<file path="config.mk">
export PLATFORM = sky130hd
export DESIGN_NAME = m4i_ctrl
export DESIGN_NICKNAME = d
export VERILOG_FILES = /design/src/hdl/m4i_pkg.sv /design/src/hdl/m4i_ctrl.sv
export SDC_FILE = /design/constraint.sdc
export NUM_CORES = 1
export LEC_CHECK = 0
export BUFFER_PORTS_ARGS = -buffer_cell sky130_fd_sc_hd__clkbuf_2
export CORE_MARGIN = 10
export CORE_UTILIZATION = 48
export DETAILED_ROUTE_END_ITERATION = 10
export PLACE_DENSITY_LB_ADDON = 0.3
export SYNTH_ARGS = -nofsm -noshare
export SYNTH_HDL_FRONTEND = slang
export SYNTH_SLANG_ARGS = --single-unit
</file>
<file path="constraint.sdc">
create_clock -name clock -period 2.2 [get_ports clock]
set_input_delay 0.11 -clock clock [delete_from_list [all_inputs] [get_ports clock]]
set_output_delay 0.11 -clock clock [all_outputs]
set_load 0.02 [all_outputs]
</file>
<file path="src/hdl/m4i_pkg.sv">
`timescale 1ns / 1ps
// ----------------------------------------------------------------------------
// m4i_pkg: shared types and constants of the 4x4 matrix inverse
// Fixed-point format, rounding shifts and the command/status bundles that
// pass between the controller and the datapath.
// ----------------------------------------------------------------------------
package m4i_pkg;

   localparam int VALUE_WIDTH = 32;
   localparam int FRAC_BITS   = 16;

   // rounding shifts: cofactor (Q.3F -> Q.F), determinant, inverse element
   localparam int CSH = 2 * FRAC_BITS;
   localparam int DSH = FRAC_BITS;
   localparam int OSH = 62 - FRAC_BITS;

   localparam logic [63:0] ONE_WIDE = 64'd1 << FRAC_BITS;
   localparam logic signed [VALUE_WIDTH-1:0] ONE_VW = ONE_WIDE[VALUE_WIDTH-1:0];
   localparam logic signed [31:0] IDENT_ONE = 32'(ONE_VW);

   localparam logic [63:0] MAXV_WIDE = (64'd1 << (VALUE_WIDTH - 1)) - 64'd1;
   localparam logic [31:0] MAXV32    = MAXV_WIDE[31:0];
   localparam logic [63:0] MAX64     = {1'b0, {63{1'b1}}};
   localparam logic [63:0] MIN64     = {1'b1, {63{1'b0}}};

   localparam logic [5:0] DIV_LAST = 6'd62;

   typedef enum logic [1:0] {
      A_MAT,
      A_COF_LO,
      A_COF_HI
   } a_sel_type;

   typedef enum logic [2:0] {
      B_MAT,
      B_MIN_LO,
      B_MIN_HI,
      B_COF_LO,
      B_COF_HI,
      B_REC_LO,
      B_REC_HI
   } b_sel_type;

   typedef enum logic [1:0] {
      RND_COF,
      RND_DET,
      RND_OUT
   } rnd_mode_type;

   typedef struct packed {
      logic         load;
      logic         op_valid;
      a_sel_type    a_sel;
      b_sel_type    b_sel;
      logic         to_minor;
      logic         clr;
      logic         neg;
      logic [3:0]   mat_addr_a;
      logic [3:0]   mat_addr_b;
      logic [3:0]   cof_raddr;
      logic         rnd_valid;
      rnd_mode_type rnd_mode;
      logic [3:0]   cof_waddr;
      logic         div_start;
      logic         out_load;
      logic [1:0]   out_row;
      logic [1:0]   out_col;
      logic         out_last;
   } dp_cmd_type;

   typedef struct packed {
      logic div_busy;
      logic singular;
      logic det_neg;
      logic out_free;
   } dp_sts_type;

endpackage

</file>
<file path="src/hdl/m4i_ctrl.sv">
`timescale 1ns / 1ps
// ----------------------------------------------------------------------------
// m4i_ctrl: sequencer of the matrix inverse
// Steps the shared multiplier through cofactors, determinant and the sixteen
// output elements, and starts the reciprocal divider between them.
// ----------------------------------------------------------------------------
module m4i_ctrl (
   input  logic                clock,
   input  logic                reset,
   input  logic                req_valid,
   input  logic                req_last,
   output logic                req_ready,
   output m4i_pkg::dp_cmd_type cmd,
   input  m4i_pkg::dp_sts_type sts
);
   import m4i_pkg::*;

   typedef enum logic [2:0] {
      S_IDLE,
      S_COF,
      S_DET,
      S_DIV,
      S_OUT
   } state_type;

   localparam logic [4:0] COF_ROUND = 5'd17;
   localparam logic [4:0] DET_ROUND = 5'd10;
   localparam logic [4:0] OUT_ROUND = 5'd6;
   localparam logic [3:0] IDX_LAST  = 4'd15;

   state_type  state_ff;
   logic [4:0] step_ff;
   logic [3:0] idx_ff;

   logic [1:0] ci, cj, k, p, q;
   logic [1:0] r0, r1, r2, cp, cq, ck;
   logic       par;

   function automatic logic [1:0] skip_idx(input logic [1:0] n, input logic [1:0] x);
      skip_idx = (n < x) ? n : n + 2'd1;
   endfunction

   always_comb begin
      ci  = idx_ff[3:2];
      cj  = idx_ff[1:0];
      par = ci[0] ^ cj[0];
      if (step_ff < 5'd5) begin
         k = 2'd0;
      end else if (step_ff < 5'd10) begin
         k = 2'd1;
      end else begin
         k = 2'd2;
      end
      p  = (k == 2'd0) ? 2'd1 : 2'd0;
      q  = (k == 2'd2) ? 2'd1 : 2'd2;
      r0 = skip_idx(2'd0, ci);
      r1 = skip_idx(2'd1, ci);
      r2 = skip_idx(2'd2, ci);
      cp = skip_idx(p, cj);
      cq = skip_idx(q, cj);
      ck = skip_idx(k, cj);
   end

   always_comb begin
      cmd       = '0;
      req_ready = 1'b0;
      unique case (state_ff)
         S_IDLE: begin
            req_ready = 1'b1;
            cmd.load  = req_valid;
         end
         S_COF: begin
            case (step_ff) inside
               5'd0, 5'd5, 5'd10: begin
                  cmd.op_valid   = 1'b1;
                  cmd.a_sel      = A_MAT;
                  cmd.b_sel      = B_MAT;
                  cmd.to_minor   = 1'b1;
                  cmd.clr        = 1'b1;
                  cmd.mat_addr_a = {r1, cp};
                  cmd.mat_addr_b = {r2, cq};
               end
               5'd1, 5'd6, 5'd11: begin
                  cmd.op_valid   = 1'b1;
                  cmd.a_sel      = A_MAT;
                  cmd.b_sel      = B_MAT;
                  cmd.to_minor   = 1'b1;
                  cmd.neg        = 1'b1;
                  cmd.mat_addr_a = {r1, cq};
                  cmd.mat_addr_b = {r2, cp};
               end
               5'd3, 5'd8, 5'd13: begin
                  cmd.op_valid   = 1'b1;
                  cmd.a_sel      = A_MAT;
                  cmd.b_sel      = B_MIN_LO;
                  cmd.clr        = (k == 2'd0);
                  cmd.neg        = (k == 2'd1) ^ par;
                  cmd.mat_addr_a = {r0, ck};
               end
               5'd4, 5'd9, 5'd14: begin
                  cmd.op_valid   = 1'b1;
                  cmd.a_sel      = A_MAT;
                  cmd.b_sel      = B_MIN_HI;
                  cmd.neg        = (k == 2'd1) ^ par;
                  cmd.mat_addr_a = {r0, ck};
               end
               COF_ROUND: begin
                  cmd.rnd_valid = 1'b1;
                  cmd.rnd_mode  = RND_COF;
                  cmd.cof_waddr = idx_ff;
               end
               default: begin
               end
            endcase
         end
         S_DET: begin
            if (step_ff < 5'd8) begin
               cmd.op_valid   = 1'b1;
               cmd.a_sel      = A_MAT;
               cmd.b_sel      = step_ff[0] ? B_COF_HI : B_COF_LO;
               cmd.clr        = (step_ff == 5'd0);
               cmd.mat_addr_a = {2'b00, step_ff[2:1]};
               cmd.cof_raddr  = {2'b00, step_ff[2:1]};
            end else if (step_ff == DET_ROUND) begin
               cmd.rnd_valid = 1'b1;
               cmd.rnd_mode  = RND_DET;
            end
         end
         S_DIV: begin
            cmd.div_start = (step_ff == 5'd0);
         end
         S_OUT: begin
            if (step_ff < 5'd4) begin
               cmd.op_valid  = 1'b1;
               cmd.a_sel     = step_ff[1] ? A_COF_HI : A_COF_LO;
               cmd.b_sel     = step_ff[0] ? B_REC_HI : B_REC_LO;
               cmd.clr       = (step_ff == 5'd0);
               // apply the determinant sign to each partial product
               cmd.neg       = sts.det_neg;
               cmd.cof_raddr = {idx_ff[1:0], idx_ff[3:2]};
            end else if (step_ff == OUT_ROUND) begin
               cmd.rnd_valid = 1'b1;
               cmd.rnd_mode  = RND_OUT;
               cmd.out_load  = sts.out_free;
               cmd.out_row   = idx_ff[3:2];
               cmd.out_col   = idx_ff[1:0];
               cmd.out_last  = (idx_ff == IDX_LAST);
            end
         end
         default: begin
         end
      endcase
   end

   always_ff @(posedge clock) begin
      if (reset) begin
         state_ff <= S_IDLE;
         step_ff  <= '0;
         idx_ff   <= '0;
      end else begin
         unique case (state_ff)
            S_IDLE: begin
               if (req_valid && req_last) begin
                  state_ff <= S_COF;
                  step_ff  <= '0;
                  idx_ff   <= '0;
               end
            end
            S_COF: begin
               if (step_ff == COF_ROUND) begin
                  step_ff <= '0;
                  if (idx_ff == IDX_LAST) begin
                     state_ff <= S_DET;
                  end else begin
                     idx_ff <= idx_ff + 4'd1;
                  end
               end else begin
                  step_ff <= step_ff + 5'd1;
               end
            end
            S_DET: begin
               if (step_ff == DET_ROUND) begin
                  state_ff <= S_DIV;
                  step_ff  <= '0;
               end else begin
                  step_ff <= step_ff + 5'd1;
               end
            end
            S_DIV: begin
               if (step_ff == 5'd0) begin
                  step_ff <= 5'd1;
               end else if (!sts.div_busy) begin
                  state_ff <= S_OUT;
                  idx_ff   <= '0;
                  step_ff  <= sts.singular ? OUT_ROUND : 5'd0;
               end
            end
            S_OUT: begin
               if (step_ff == OUT_ROUND) begin
                  // hold on the round step while the result register is full
                  if (sts.out_free) begin
                     if (idx_ff == IDX_LAST) begin
                        state_ff <= S_IDLE;
                     end else begin
                        idx_ff  <= idx_ff + 4'd1;
                        step_ff <= sts.singular ? OUT_ROUND : 5'd0;
                     end
                  end
               end else begin
                  step_ff <= step_ff + 5'd1;
               end
            end
            default: begin
               state_ff <= S_IDLE;
            end
         endcase
      end
   end
endmodule

</file>
==> results.cfg <==
[place]
place.gp.congestion = 0.8890
pre_cts_slack_ns = 0.005933
placed_area_um2 = 2036
dp_hpwl_um = 4087
dp_cells = 339
port_buffers = 44

[floorplanning]
ios = 45
dieArea_um2 = 6152
die_w_um = 78.44
die_y_um = 78.44
rows = 21
core-area_um2 = 3311
start_util_pct = 49.51

[setup_path]
r2r_start = step_ff[1]
worstRegToRegCells = 6
slowest_delay_ns = 0.37
worst-path-stages = 9
critPathCaptureType = primary output
path_delay_family = buffers and inverters
worstPathCellList = buf_6, buf_6, mux2i_1, o21a_1, buf_4, or2_4, a311oi_2, o21ai_1, buf_4
cp_data_required_time_ns = 2.09
reg2reg_slack_ns = 0.02
worstPathArrival_ns = 2.15
critPathMaxFanout = 8
crit_type = reg2out
slowest_stage = dfxtp_4
start_kind = register
cp.buffers_inverters = 4
reg2reg_to = step_ff[0]

[finish]
diodes = 0
stdcell_count = 350
final_cell_mix = clkbuf_2, buf_4, nand2_1
area_delta_synth_final_pct = 45.65
fin_nets = 323
final_area_um2 = 2387
drive_above_1_share_pct = 43.09
layout_commonest_cell = clkbuf_2

[sta]
finClkSkew_ns = 0.006790
maxSlewViolCount = 0
fmax_ghz = 0.4434
worstMarginPinSlew_ns = 0.4150
rsz0062_at_grt = yes
hold_violations = 0
setup_viol = 1
timing.final.ws_setup_ns = -0.05553
fin_crit_ns = 2.256
tns_ns = -0.05553
post-route-period-util_pct = 102.5
slew_headroom_pct = 72.30

[outcome]
status = finished, violations left
violations = negative setup slack

[pwr]
clockPowerShare_pct = 6.0
total_power_uw = 2236
seqPwrFrac_pct = 16.0
power_density_nw_per_um2 = 936.8
p_leak_uw = 0.001098
power.internal_uw = 1107
power.share.combinational_pct = 78.0
netSwitchingPower_uw = 1129
switching_share_pct = 50.48
vdd_drop_max_uv = 610.5

[clock_network]
cts_buffers = 3
ctsHoldBuffers = 0
cts_tree = done
path_clk_slew_ns = 0.08
clkLatencyLatePin_ns = 0.27
clk_path_buf_depth = 2
htreeDepth = 1
cts_root_buffer = clkbuf_4
numClockSinks = 12

[global_routing]
antenna_found_initial = 0
grt-ovfl-total = 0
grt_max_degree = 17
grt_pass1_vias = 1979
grt_pass1_wl_um = 9052
grt_use_total_pct = 17.08

[routing]
vias = 2077
firstDrtPassIters = 4
routedWlPerCell_um = 16.44
drc = 0
wl_um = 5753
routed_via_density = 5.934
ant_nets = 0
drt-initial-drc-count = 188

[synth]
ys_seq_elements = 12
postSynthCellCount = 241
ys_warn_count = 0
yosysSeqAreaShare_pct = 14.66
synthTopCellsByArea = dfxtp_1, ha_1, nand2_1, nor2_1, a21oi_1
syn_area_um2 = 1639
synth_flop_cell = dfxtp_1
syn-num-nets = 258
yosysTopAreaCell = dfxtp_1
synthArstFlopShare_pct = 0
synth-edff-count = 0
synthDominantCellAreaShare_pct = 14.66
synth.distinct_cells = 55
avgSynthCellArea_um2 = 6.801

[worst_hold_path]
hold_path_class = in2reg
worst_hold_startpoint = reset
hold_end = step_ff[1]
hold_depth = 2

[flow_run]
cap_viol_max_count = 0
cell type report:
type	count	area, um2
Clock buffer	3	22.52
Fill cell	264	923.4
Inverter	10	40.04
Multi-Input combinational cell	201	1494
Sequential cell	12	256.5
Tap cell	46	57.56
Timing Repair Buffer	78	516.7
cell usage after synthesis (all sizes together), types with 2 or more instances:
cell     instances
and3             8
o31ai            3
nand4bb          3
buf              8
or3              8
o21a             3
or2              2
xnor2            2
nand2           25
nor2            25
a31oi            3
nand3b           2
xor2             2
or3b             2
and2            10
a311oi           2
ha               9
nor3            11
a31o             3
o221ai           2
o21ai           13
a211oi           3
dfxtp           12
nand4            2
o31a             2
nor4b            3
nand3            9
a21o             2
mux2i            5
nor3b            5
a21oi           15
a41o             2
clkbuf          10
nor4             3
inv             10
routing by layer:
layer  vias up  track usage [%]  part of all wire [%]
li1       1010                -                     -
met1       979            19.84                    41
met2        80            30.10                    50
met3         8            3.986                   7.4
met4         0            5.376                   1.0
met5         -                0                     0
how the worst max path moves through the flow:
stage,start,end,slack [ns]
2_1_floorplan,step_ff[3],cmd[22],-0.11
3_5_place_dp,step_ff[0],step_ff[2],0.006
6_report,step_ff[3],cmd[23],-0.06
5_1_grt,step_ff[3],cmd[23],-0.17
3_3_place_gp,step_ff[0],step_ff[2],0.05
4_1_cts,step_ff[2],cmd[23],-0.06
registers in the layout, summed over array words and instances, names as in the netlist:
register / flops
idx_ff: 4
state_ff: 3
step_ff: 5
power groups by stage:
stage | logic (uW) | clock network [uW] | registers [uW]
finish | 1740 | 135 | 357
global route | 1880 | 151 | 364
CTS | 1530 | 139 | 341
detailed placement | 1450 | 0 | 333
global placement | 1440 | 0 | 332
floorplan | 1020 | 0 | 295
what timing repair did:
action | CTS | global route
resized for setup | 28 | 47
hold endpoints to repair | 0 | 0
setup endpoints to repair | 11 | 18
pin swaps | 5 | 13
setup buffers | 3 | 5
through the flow:
stage,hold slack (ns),util [%]
floorplan,0.2852,-
global placement,0.4101,61.49
detailed placement,0.4138,61.49
CTS,0.1142,66.48
global route,0.1160,72.11
finish,0.1157,72.11
cells by family after synthesis:
| kind of cell | share of synthesized area (%) |
|---|---|
| buffers and inverters | 7.099 |
| adder cells (fa/ha/maj) | 6.870 |
| AO/OA/AOI/OAI | 24.81 |
| flip-flops | 14.66 |
| multiplexers | 3.741 |
| XOR/XNOR | 2.138 |
| AND/OR/NAND/NOR | 40.69 |
No activity file was read; power rests on OpenSTA's default activity.
